[src/design/srr_pkg.sv]
// Shared constants and controller/datapath interface types for the reorder release buffer.
package srr_pkg;

   // Widths fixed by the transaction fields
   localparam int FIELD_W  = 16;
   localparam int CFG_W    = 5;
   localparam int STATUS_W = 2;
   localparam int REQ_DATA_W = 3 * FIELD_W;
   localparam int RSP_DATA_W = 3 * FIELD_W;

   // Parameter defaults
   localparam int WINDOW_DEPTH_DEF = 16;
   localparam int TAG_BITS_DEF     = 16;

   // Longest release run one completion may cause
   localparam int RUN_MAX = 16;

   // Window register reset value
   localparam logic [CFG_W-1:0] WINDOW_RESET = 5'd16;

   // Request kinds
   localparam logic MODE_ALLOC    = 1'b0;
   localparam logic MODE_COMPLETE = 1'b1;

   // Response status codes
   localparam logic [STATUS_W-1:0] ST_GRANT   = 2'd0;
   localparam logic [STATUS_W-1:0] ST_RELEASE = 2'd1;
   localparam logic [STATUS_W-1:0] ST_FULL    = 2'd2;
   localparam logic [STATUS_W-1:0] ST_OUTSIDE = 2'd3;

   // Commands from controller to datapath
   typedef struct packed {
      logic load_grant;
      logic load_full;
      logic load_outside;
      logic store;
      logic ram_read;
      logic load_release;
   } srr_cmd_type;

   // Status from datapath to controller
   typedef struct packed {
      logic full;
      logic outside;
      logic head_hit;
      logic run_last;
      logic out_free;
   } srr_sts_type;

endpackage

[src/design/srr_ram.sv]
// Generic single-write, single-read RAM with registered read data.
module srr_ram
   import srr_pkg::*;
#(
   parameter int WIDTH = 2 * FIELD_W,
   parameter int DEPTH = WINDOW_DEPTH_DEF
) (
   input  logic                     clock,
   input  logic                     wr_en,
   input  logic [$clog2(DEPTH)-1:0] wr_addr,
   input  logic [WIDTH-1:0]         wr_data,
   input  logic                     rd_en,
   input  logic [$clog2(DEPTH)-1:0] rd_addr,
   output logic [WIDTH-1:0]         rd_data
);

   logic [WIDTH-1:0] mem_ff [DEPTH];
   logic [WIDTH-1:0] rd_data_ff;

   // Write port
   always_ff @(posedge clock) begin
      if (wr_en) begin
         mem_ff[wr_addr] <= wr_data;
      end
   end

   // Registered read, held while not enabled
   always_ff @(posedge clock) begin
      if (rd_en) begin
         rd_data_ff <= mem_ff[rd_addr];
      end
   end

   assign rd_data = rd_data_ff;

endmodule

[src/design/srr_ctrl.sv]
// Controller state machine: request acceptance and release run sequencing.
module srr_ctrl
   import srr_pkg::*;
(
   input  logic        clock,
   input  logic        reset,
   input  logic        req_tvalid,
   input  logic        req_mode,
   output logic        req_tready,
   input  srr_sts_type sts,
   output srr_cmd_type cmd
);

   localparam logic [1:0] S_IDLE = 2'd0;
   localparam logic [1:0] S_READ = 2'd1;
   localparam logic [1:0] S_EMIT = 2'd2;

   logic [1:0] state_ff;
   logic [1:0] state_in;
   logic       accept;

   assign req_tready = (state_ff == S_IDLE) && sts.out_free;
   assign accept     = req_tvalid && req_tready;

   // Decode commands and next state
   always_comb begin
      cmd      = '0;
      state_in = state_ff;
      case (state_ff)
         S_IDLE: begin
            if (accept) begin
               if (req_mode == MODE_ALLOC) begin
                  cmd.load_grant = !sts.full;
                  cmd.load_full  = sts.full;
               end else if (sts.outside) begin
                  cmd.load_outside = 1'b1;
               end else begin
                  cmd.store = 1'b1;
                  if (sts.head_hit) begin
                     state_in = S_READ;
                  end
               end
            end
         end
         S_READ: begin
            cmd.ram_read = 1'b1;
            state_in     = S_EMIT;
         end
         S_EMIT: begin
            if (sts.out_free) begin
               cmd.load_release = 1'b1;
               state_in         = sts.run_last ? S_IDLE : S_READ;
            end
         end
         default: begin
            state_in = S_IDLE;
         end
      endcase
   end

   // Hold state
   always_ff @(posedge clock) begin
      if (reset) begin
         state_ff <= S_IDLE;
      end else begin
         state_ff <= state_in;
      end
   end

endmodule

[src/design/srr_dpath.sv]
// Datapath: tag counters, window register, slot store and response register.
module srr_dpath
   import srr_pkg::*;
#(
   parameter int WINDOW_DEPTH = WINDOW_DEPTH_DEF,
   parameter int TAG_BITS     = TAG_BITS_DEF
) (
   input  logic                  clock,
   input  logic                  reset,
   input  logic                  csr_valid,
   input  logic [CFG_W-1:0]      csr_data,
   input  logic [REQ_DATA_W-1:0] req_tdata,
   input  srr_cmd_type           cmd,
   output srr_sts_type           sts,
   input  logic                  rsp_tready,
   output logic                  rsp_tvalid,
   output logic [RSP_DATA_W-1:0] rsp_tdata,
   output logic [STATUS_W-1:0]   rsp_tuser,
   output logic                  rsp_tlast
);

   localparam int IDX_W   = $clog2(WINDOW_DEPTH);
   localparam int WIN_MAX = (WINDOW_DEPTH < RUN_MAX) ? WINDOW_DEPTH : RUN_MAX;
   localparam int SLOT_W  = 2 * FIELD_W;

   logic [CFG_W-1:0]        window_ff, window_in;
   logic [TAG_BITS-1:0]     issue_ff, issue_in;
   logic [TAG_BITS-1:0]     release_ff, release_in;
   logic [WINDOW_DEPTH-1:0] valid_ff, valid_in;

   logic                    rsp_valid_ff, rsp_valid_in;
   logic [STATUS_W-1:0]     rsp_status_ff, rsp_status_in;
   logic [FIELD_W-1:0]      rsp_tag_ff, rsp_tag_in;
   logic [FIELD_W-1:0]      rsp_handle_ff, rsp_handle_in;
   logic [FIELD_W-1:0]      rsp_count_ff, rsp_count_in;
   logic                    rsp_last_ff, rsp_last_in;

   logic [FIELD_W-1:0]      seq_tag;
   logic [SLOT_W-1:0]       slot_wdata;
   logic [SLOT_W-1:0]       slot_rdata;
   logic [TAG_BITS+FIELD_W-1:0] seq_ext, issue_ext, release_ext;
   logic [TAG_BITS-1:0]     tag;
   logic [TAG_BITS-1:0]     outstanding;
   logic [TAG_BITS-1:0]     offset;
   logic [TAG_BITS-1:0]     release_next;
   logic [CFG_W-1:0]        eff_window;
   logic [IDX_W-1:0]        tag_idx, release_idx, release_next_idx;

   assign seq_tag    = req_tdata[FIELD_W-1:0];
   assign slot_wdata = req_tdata[3*FIELD_W-1:FIELD_W];

   // Map tags between field width and counter width
   assign seq_ext     = {{TAG_BITS{1'b0}}, seq_tag};
   assign issue_ext   = {{FIELD_W{1'b0}}, issue_ff};
   assign release_ext = {{FIELD_W{1'b0}}, release_ff};
   assign tag         = seq_ext[TAG_BITS-1:0];

   // Clamp the window to one and to the smaller of the slot count and RUN_MAX
   always_comb begin
      if (window_ff == '0) begin
         eff_window = CFG_W'(1);
      end else if (window_ff > CFG_W'(WIN_MAX)) begin
         eff_window = CFG_W'(WIN_MAX);
      end else begin
         eff_window = window_ff;
      end
   end

   assign outstanding      = issue_ff - release_ff;
   assign offset           = tag - release_ff;
   assign release_next     = release_ff + TAG_BITS'(1);
   assign tag_idx          = tag[IDX_W-1:0];
   assign release_idx      = release_ff[IDX_W-1:0];
   assign release_next_idx = release_next[IDX_W-1:0];

   // Report status to the controller
   assign sts.full     = outstanding >= TAG_BITS'(eff_window);
   assign sts.outside  = offset >= outstanding;
   assign sts.head_hit = offset == '0;
   assign sts.run_last = (release_next == issue_ff) || !valid_ff[release_next_idx];
   assign sts.out_free = !rsp_valid_ff || rsp_tready;

   // Slot payload store
   srr_ram #(
      .WIDTH (SLOT_W),
      .DEPTH (WINDOW_DEPTH)
   ) u_slot_ram (
      .clock   (clock),
      .wr_en   (cmd.store),
      .wr_addr (tag_idx),
      .wr_data (slot_wdata),
      .rd_en   (cmd.ram_read),
      .rd_addr (release_idx),
      .rd_data (slot_rdata)
   );

   // Advance counters, slot valid bits and window register
   always_comb begin
      window_in  = csr_valid ? csr_data : window_ff;
      issue_in   = cmd.load_grant ? issue_ff + TAG_BITS'(1) : issue_ff;
      release_in = cmd.load_release ? release_next : release_ff;
      valid_in   = valid_ff;
      if (cmd.store) begin
         valid_in[tag_idx] = 1'b1;
      end
      if (cmd.load_release) begin
         valid_in[release_idx] = 1'b0;
      end
   end

   // Load the response register, drop it once taken
   always_comb begin
      rsp_valid_in  = rsp_valid_ff && !rsp_tready;
      rsp_status_in = rsp_status_ff;
      rsp_tag_in    = rsp_tag_ff;
      rsp_handle_in = rsp_handle_ff;
      rsp_count_in  = rsp_count_ff;
      rsp_last_in   = rsp_last_ff;
      if (cmd.load_grant || cmd.load_full || cmd.load_outside) begin
         rsp_valid_in  = 1'b1;
         rsp_handle_in = '0;
         rsp_count_in  = '0;
         rsp_last_in   = 1'b1;
         if (cmd.load_grant) begin
            rsp_status_in = ST_GRANT;
            rsp_tag_in    = issue_ext[FIELD_W-1:0];
         end else if (cmd.load_full) begin
            rsp_status_in = ST_FULL;
            rsp_tag_in    = '0;
         end else begin
            rsp_status_in = ST_OUTSIDE;
            rsp_tag_in    = seq_tag;
         end
      end else if (cmd.load_release) begin
         rsp_valid_in  = 1'b1;
         rsp_status_in = ST_RELEASE;
         rsp_tag_in    = release_ext[FIELD_W-1:0];
         rsp_handle_in = slot_rdata[FIELD_W-1:0];
         rsp_count_in  = slot_rdata[SLOT_W-1:FIELD_W];
         rsp_last_in   = sts.run_last;
      end
   end

   // Control registers
   always_ff @(posedge clock) begin
      if (reset) begin
         window_ff    <= WINDOW_RESET;
         issue_ff     <= '0;
         release_ff   <= '0;
         valid_ff     <= '0;
         rsp_valid_ff <= 1'b0;
      end else begin
         window_ff    <= window_in;
         issue_ff     <= issue_in;
         release_ff   <= release_in;
         valid_ff     <= valid_in;
         rsp_valid_ff <= rsp_valid_in;
      end
   end

   // Response payload registers
   always_ff @(posedge clock) begin
      rsp_status_ff <= rsp_status_in;
      rsp_tag_ff    <= rsp_tag_in;
      rsp_handle_ff <= rsp_handle_in;
      rsp_count_ff  <= rsp_count_in;
      rsp_last_ff   <= rsp_last_in;
   end

   assign rsp_tvalid = rsp_valid_ff;
   assign rsp_tdata  = {rsp_count_ff, rsp_handle_ff, rsp_tag_ff};
   assign rsp_tuser  = rsp_status_ff;
   assign rsp_tlast  = rsp_last_ff;

endmodule

[src/design/sequence_reorder_release.sv]
// Top level of the in-order release buffer for out-of-order completions.
// Allocate transactions (tuser 0) return the next sequence tag, or a window-full status
// when the configured number of tags is outstanding; completion transactions (tuser 1)
// store a buffer handle and byte count under their tag and, when the tag is the oldest
// outstanding one, release every stored entry in tag order, tlast marking the end of
// the run. Allocations, out-of-window completions and completions that only store are
// taken while the response register is free or draining. A release run reads each entry
// from the slot RAM (registered read) and loads it when the response register is free,
// taking no new request until the run ends. The user must write the window register
// through the csr channel only while no transaction is in progress, which the block
// itself does not enforce; 0 acts as 1 and values above the slot count or 16 saturate.
module sequence_reorder_release
   import srr_pkg::*;
#(
   parameter int WINDOW_DEPTH = WINDOW_DEPTH_DEF,
   parameter int TAG_BITS     = TAG_BITS_DEF
) (
   input  logic                  clock,
   input  logic                  reset,
   // Window size register
   input  logic                  csr_valid,
   output logic                  csr_ready,
   input  logic [CFG_W-1:0]      csr_data,
   // Requests
   input  logic                  req_tvalid,
   output logic                  req_tready,
   input  logic [REQ_DATA_W-1:0] req_tdata,  // seq_tag, buf_handle, byte_count
   input  logic [0:0]            req_tuser,  // mode
   // Responses
   output logic                  rsp_tvalid,
   input  logic                  rsp_tready,
   output logic [RSP_DATA_W-1:0] rsp_tdata,  // tag_out, handle_out, count_out
   output logic [STATUS_W-1:0]   rsp_tuser,  // status
   output logic                  rsp_tlast
);

   srr_cmd_type cmd;
   srr_sts_type sts;

   assign csr_ready = 1'b1;

   srr_ctrl u_ctrl (
      .clock      (clock),
      .reset      (reset),
      .req_tvalid (req_tvalid),
      .req_mode   (req_tuser[0]),
      .req_tready (req_tready),
      .sts        (sts),
      .cmd        (cmd)
   );

   srr_dpath #(
      .WINDOW_DEPTH (WINDOW_DEPTH),
      .TAG_BITS     (TAG_BITS)
   ) u_dpath (
      .clock      (clock),
      .reset      (reset),
      .csr_valid  (csr_valid),
      .csr_data   (csr_data),
      .req_tdata  (req_tdata),
      .cmd        (cmd),
      .sts        (sts),
      .rsp_tready (rsp_tready),
      .rsp_tvalid (rsp_tvalid),
      .rsp_tdata  (rsp_tdata),
      .rsp_tuser  (rsp_tuser),
      .rsp_tlast  (rsp_tlast)
   );

   // A completion at the head starts a slot read in the next cycle
   assert property (@(posedge clock) disable iff (reset)
      req_tvalid && req_tready && req_tuser[0] && !sts.outside && sts.head_hit
      |=> cmd.ram_read)
      else $error("release run did not start after head completion");

   // No request is taken while a slot read is in flight
   assert property (@(posedge clock) disable iff (reset)
      cmd.ram_read |=> !req_tready)
      else $error("request accepted during release run");

   // Only in-window completions are stored
   assert property (@(posedge clock) disable iff (reset)
      cmd.store |-> !sts.outside)
      else $error("out-of-window completion stored");

   // A released entry is loaded only into a free response register
   assert property (@(posedge clock) disable iff (reset)
      cmd.load_release |-> sts.out_free && !req_tready)
      else $error("release loaded over a pending response");

endmodule

[config.mk]
export PLATFORM = sky130hd
export DESIGN_NAME = sequence_reorder_release
export DESIGN_NICKNAME = d
export VERILOG_FILES = /design/src/design/srr_pkg.sv /design/src/design/srr_ram.sv /design/src/design/srr_ctrl.sv /design/src/design/srr_dpath.sv /design/src/design/sequence_reorder_release.sv
export SDC_FILE = /design/constraint.sdc
export NUM_CORES = 1
export LEC_CHECK = 0
export BUFFER_PORTS_ARGS = -buffer_cell sky130_fd_sc_hd__buf_2
export CAP_MARGIN = 25
export CORE_ASPECT_RATIO = 0.9
export CORE_MARGIN = 3
export CORE_UTILIZATION = 45
export DETAILED_ROUTE_END_ITERATION = 8
export PLACE_DENSITY = 0.7
export SLEW_MARGIN = 20
export SYNTH_ARGS = -nofsm -noshare
export SYNTH_HDL_FRONTEND = slang
export SYNTH_SLANG_ARGS = --single-unit
[constraint.sdc]
create_clock -name clock -period 8.7 [get_ports clock]
set_clock_uncertainty 0.15 [all_clocks]
set_input_delay 1.305 -clock clock [delete_from_list [all_inputs] [get_ports clock]]
set_output_delay 1.305 -clock clock [all_outputs]
set_load 0.1 [all_outputs]
# Word-level counts from Yosys, hierarchy flattened
# Memories as Yosys holds them, arrays and structs flattened. A register that Yosys moved wholly into a read port is not among the register bits.
# Index checks and enable logic that the tools add are counted.
# W data, S select, Z words.
[word_totals] register_bits=107 latchBits=0 ram_bits=512 romBits=0 in_bits=59 output_inout_bits=54 elab_cells=91 mem_count=1
[classes] addsub=4 multipliers=0 n_div=0 n_lt_le_gt_ge=8 n_eq_ne=8 shifts=0 n_mux=38 bitwise=3 reduce_logical=18
[mem_list] memory="u_dpath.u_slot_ram.mem_ff" depth=16 width=32 read_ports=1 rd_ports_with_merged_regs=1 wr=1 line_no="srr_ram.sv:17" text="logic [WIDTH-1:0] mem_ff [DEPTH];"
[ops] cell="$mux W16" count=6
[ops] cell="$add A16 B1 Y16 const B" count=2
[ops] cell="$sub A16 B16 Y16" count=2
[ops] cell="$mux W2" count=10
[ops] cell="$and A16 B16 Y16" count=1
[ops] cell="$eq A16 B16 Y1" count=1
[ops] cell="$ge A16 B16 Y1" count=1
[ops] cell="$ge A16 B5 Y1" count=1
[ops] cell="$logic_not A16 Y1" count=1
[ops] cell="$not A16 Y16" count=1
[ops] cell="$or A16 B16 Y16" count=1
[ops] cell="$lt A4 B5 Y1 const B" count=3
[ops] cell="$mux W1" count=14
[ops] cell="$mux W5" count=2
[ops] cell="$demux W1 S4" count=2
[ops] cell="$ge A4 B1 Y1 const B" count=2
[ops] cell="$mux W4" count=2
[ops] cell="$ne A2 B2 Y1 const B" count=3
[ops] cell="$pmux W2 S3" count=1
[ops] cell="$gt A5 B5 Y1 const B" count=1
[ops] cell="$logic_and A1 B1 Y1" count=5
[ops] cell="$logic_not A5 Y1" count=1
[ops] cell="$reduce_and A5 Y1" count=1
[ops] cell="$bmux W1 S4" count=1
[ops] cell="7 further kinds" count=14

# Logic depth before layout (Yosys ltp)
[depth] ltp_word=11 mapped_depth=22 ltp_nobuf=20

# By module
# A second synthesis with hierarchy kept.
[unflattened] hier_cells=1627 hier_area_um2=27121.0
[modules_own_cells] module="srr_ram" n_inst=1 cells_per_inst=838 area_per_inst_um2=20155.6 seq_area_each_um2=16335.7
[modules_own_cells] module="srr_dpath" n_inst=1 cells_per_inst=771 area_per_inst_um2=6782.8 seq_area_each_um2=2282.2
[modules_own_cells] module="srr_ctrl" n_inst=1 cells_per_inst=16 area_per_inst_um2=171.4 seq_area_each_um2=40.0
[modules_own_cells] module="sequence_reorder_release" n_inst=1 cells_per_inst=2 area_per_inst_um2=11.3 seq_area_each_um2=0.0

# Worst setup path before layout
# OpenSTA, ideal clock, no wires.
[synth_timing] kind="input-to-reg" from="in req_tdata[0]" to="mem u_dpath.u_slot_ram.mem_ff[3][0] in the netlist's numbering (enable)" setup_ps=463 t_arrival_ps=7020 required_time_ps=8087 slack_ps=1066 path_stages=19 path_buffers=0 path_cell_list="inv_1 -> ha_1 -> inv_1 -> fa_1 -> a211oi_2 -> o21ai_1 -> a211oi_1 -> or2_1 -> o21bai_1 -> a21oi_1 -> xnor2_1 -> ha_1 -> and3_2 -> a221oi_1 -> o21ai_0 -> nand2_1 -> nand4_2 -> or3_2 -> nor3_1"
[synth_between] elab_chain_cells=8
[synth_lines] item="start, declared" line_no="sequence_reorder_release.sv:27" text="input logic [REQ_DATA_W-1:0] req_tdata,"
[synth_lines] item="$sub A16 B16 Y16" line_no="srr_dpath.sv:70" text="assign offset = tag - release_ff;"
[synth_lines] item="$ge A16 B16 Y1" line_no="srr_dpath.sv:78" text="assign sts.outside = offset >= outstanding;"
[synth_lines] item="$mux W1" line_no="srr_ctrl.sv:35" text="end else if (sts.outside) begin"
[synth_lines] item="$mux W2" line_no="srr_ctrl.sv:32" text="if (req_mode == MODE_ALLOC) begin"
[synth_lines] item="$mux W4" line_no="srr_ctrl.sv:31" text="if (accept) begin"
[synth_lines] item="$mux W4" line_no="srr_ctrl.sv:29" text="case (state_ff)"
[synth_lines] item="$mux W1" line_no="srr_ram.sv:22" text="if (wr_en) begin"
[synth_lines] item="$mux W1 (not written as such)" line_no="srr_ram.sv:23" text="mem_ff[wr_addr] <= wr_data;"
[synth_lines] item="end, declared" line_no="srr_ram.sv:17"
# Several ways; a longest one is shown, not always the timed one.

# Final worst setup path
[layout_timing] from="in req_tdata[0]" to="mem u_dpath.u_slot_ram.mem_ff[5][24] in the netlist's numbering (enable)"
# The elaborated chain is that of the path after synthesis.

==> results.yml <==
synthesis:
  synth-seq-area-share_pct: 68.11
  syn_avg_cell_area_um2: 16.58
  synthArstFlopShare_pct: 0
  yosysUniqueCellTypes: 74
  syn-instance-count: 1652
  ys_ff_latch: 651
  yosys_warnings: 0
  synth_top_flop_cell: "edfxtp_1"
  synth_fp_nets: 1769
  synth_area_um2: 27400
  synth_edf_count: 562
clock_tree:
  clockRootBuffer: "clkbuf_16"
  clk-insertion-delay-late_ns: 0.60
  cts_resized: 0
  cts_buffer_depth: 3
  cts_buffers: 66
  cts_tree: "yes"
  path_clk_slew_ns: 0.07
  clock_sinks: 651
  cts_hold_buf: 0
  ctsHtreeMaxLevel: 3
  post_cts_buffers: 0
finish:
  fin_nets: 1905
  layout_common_cells: "edfxtp_1, mux4_2, nand2_1, buf_2, dfxtp_1"
  nFillCells: 4757
  multi_input_area_um2: 8416
  syn2layout_area_growth_pct: 14.60
  final_common_cell: "edfxtp_1"
  seq_area_um2: 18670
  drive_gt1_share_pct: 25.26
critical_path:
  crit_buf_inv: 4
  crit_type: "in2reg"
  cpLargestDelayFamily: "simple AND/OR/NAND/NOR gates"
  crit_chain: "buf_2 > inv_1 > ha_1 > inv_1 > fa_1 > a211oi_2 > o21ai_1 > a211oi_1 > or2_1 > o21bai_1 > a21oi_1 > xnor2_1 > ha_1 > and3_2 > a221oi_1 > o21ai_0 > nand2_1 > nand4_2 > or3_2 > nor2_4 > buf_4"
  crit_arrival_ns: 6.82
  r2r_setup_slack_ns: 2.07
  crit_path_max_incr_delay_ns: 0.66
  critPathLaunch: "req_tdata[0]"
  cp-end-kind: "flip-flop"
  critPathMaxFanout: 20
  start_kind: "primary input"
  r2r-start: "u_dpath.release_ff[2]"
  r2r_cells: 19
  reg2reg_to: "u_dpath.u_slot_ram.mem_ff[5][24]"
  cp_slowest_cell: "nor2_4"
  required_ns: 8.82
global_routing:
  grt_max_degree: 69
  grt_pass1_vias: 15480
  grt_pass1_wl_mm: 97.46
  grt_overflow_total: 0
  grt.met1_usage_pct: 28.10
  grt_usage_pct: 20.45
  antenna_found_initial: 2
  busiest_layer: "met2"
  met2_usage_pct: 33.71
  met3_usage_pct: 3.735
worst_hold_path:
  hold_end: "u_dpath.rsp_count_ff[12]"
  hold_path_depth: 2
  min_path_type: "reg2reg"
  worstHoldStart: "u_dpath.u_slot_ram.rd_data[28]"
routing:
  ant_nets: 0
  wl_per_cell_um: 24.76
  drt-initial-drc-count: 1456
  routed_wl_mm: 64.92
  via_per_inst: 5.882
  drc: 0
  vias: 15420
  dr.pass1.iters: 6
job:
  maxCapViolCount: 0
pwr:
  leakagePower_nw: 10.25
  peakVddDrop_mv: 0.1857
  power-per-cell-area_nw_per_um2: 209.8
timing:
  tns_ns: 0
  setup_viol: 0
  hold_viol_final: 0
  maxSlewViolCount: 0
  worst_slew_margin_rel_pct: 32.43
  whs_ns: 0.2847
  tightest_slew_ns: 1.014
  fin_crit_sh_pct: 77.03
  period_needed_ns: 6.702
  rsz0062_at_grt: "no"
  fmax_mhz: 149.2
run_status:
  status: "finished clean"
place:
  io_buffers: 111
  gp_congestion: 0.8805
  place_hpwl_mm: 40.42
floorplanning:
  die_area_um2: 63880
  num_rows: 85
  start_util_pct: 45.67
  die_h_um: 240.1
  io_pins: 113
  core-area_um2: 59980
  die_w_um: 266.1
## final cells by class
type                    count  area share (%)
flip-flops and latches    651           59.46
multi-input cells         882           26.81
clock buffers              77           5.460
repair buffers            150           3.196
well taps                 783           3.121
clock inverters            40           1.502
inverters                  37          0.4424
diodes                      2         0.01594
## metrics by stage
stage | utilization, % | cells | power (mW) | setup WS (ns) | area (um^2)
after floorplan | - | 1652 | 3.667 | 1.066 | 27400
after global placement | 48.32 | 2494 | 3.769 | 1.421 | 28980
after detailed placement | 48.57 | 2500 | 3.777 | 1.486 | 29130
after CTS | 52.22 | 2617 | 6.634 | 2.094 | 31320
after global routing | 52.34 | 2621 | 6.778 | 1.596 | 31390
final | 52.34 | 2622 | 6.587 | 1.998 | 31400
## worst min-delay path: cells and delay by family, from the launching register on
family,cells,cell delay [ns]
compound gates,1,0.05
flops,1,0.32
simple gates,1,0.04
## Yosys cell counts (all sizes together) (5+ instances only)
master / count / area, um^2
a211oi: 10 / 80.07
a21o: 11 / 82.58
a21oi: 37 / 185.2
a311oi: 15 / 137.6
a31oi: 25 / 156.4
and3: 8 / 51.30
buf: 23 / 98.84
clkbuf: 59 / 222.7
dfxtp: 89 / 1782
edfxtp: 562 / 16880
ha: 56 / 700.7
inv: 37 / 138.9
mux2: 11 / 123.9
mux2i: 5 / 50.05
mux4: 164 / 3694
nand2: 124 / 465.5
nand2b: 10 / 62.56
nand3: 38 / 190.2
nand4: 13 / 87.58
nor2: 96 / 362.8
nor2b: 17 / 106.4
nor3: 27 / 146.4
nor4: 6 / 52.55
o21a: 12 / 90.09
o21ai: 63 / 315.3
o311ai: 5 / 43.79
o31ai: 5 / 42.54
or2: 8 / 50.05
or3: 7 / 47.54
xnor2: 37 / 324.1
xor2: 24 / 210.2
## routing by layer
layer | part of all wire, % | wire (um)
met3 | 6.1 | 3951
met1 | 42 | 27440
met5 | 0 | 0
met2 | 49 | 31800
met4 | 2.7 | 1727
## report_power, final
group | internal (mW) | switching, mW | total [mW]
logic | 0.0683 | 0.227 | 0.296
registers | 3.41 | 0.00734 | 3.42
clock network | 1.65 | 1.23 | 2.88
## state kept, by name, summed over array words and instances, names as in the netlist, 16 cells and up
register	flops
u_dpath.u_slot_ram.mem_ff	512
u_dpath.valid_ff	16
u_dpath.rsp_count_ff	16
u_dpath.rsp_handle_ff	16
u_dpath.u_slot_ram.rd_data	32
u_dpath.release_ff	16
u_dpath.rsp_tag_ff	16
u_dpath.issue_ff	16
## worst max-delay path by stage
| stage | endpoint | depth (start not counted) |
|---|---|---|
| after global placement | u_dpath.u_slot_ram.mem_ff[15][18] | 20 |
| after global routing | u_dpath.u_slot_ram.mem_ff[5][24] | 17 |
| after detailed placement | u_dpath.u_slot_ram.mem_ff[7][0] | 21 |
| final | u_dpath.u_slot_ram.mem_ff[5][24] | 21 |
| after CTS | u_dpath.u_slot_ram.mem_ff[5][24] | 17 |
| after floorplan | u_dpath.u_slot_ram.mem_ff[3][0] | 19 |
## logic make-up after synthesis
group | share of synthesized area, %
adder cells (fa/ha/maj) | 2.704
other | 0.01369
XOR/XNOR | 1.950
AO/OA/AOI/OAI | 5.120
multiplexers | 14.12
AND/OR/NAND/NOR | 6.307
flip-flops | 68.11
buffers and inverters | 1.681
Power figures use the tool's default switching activity.
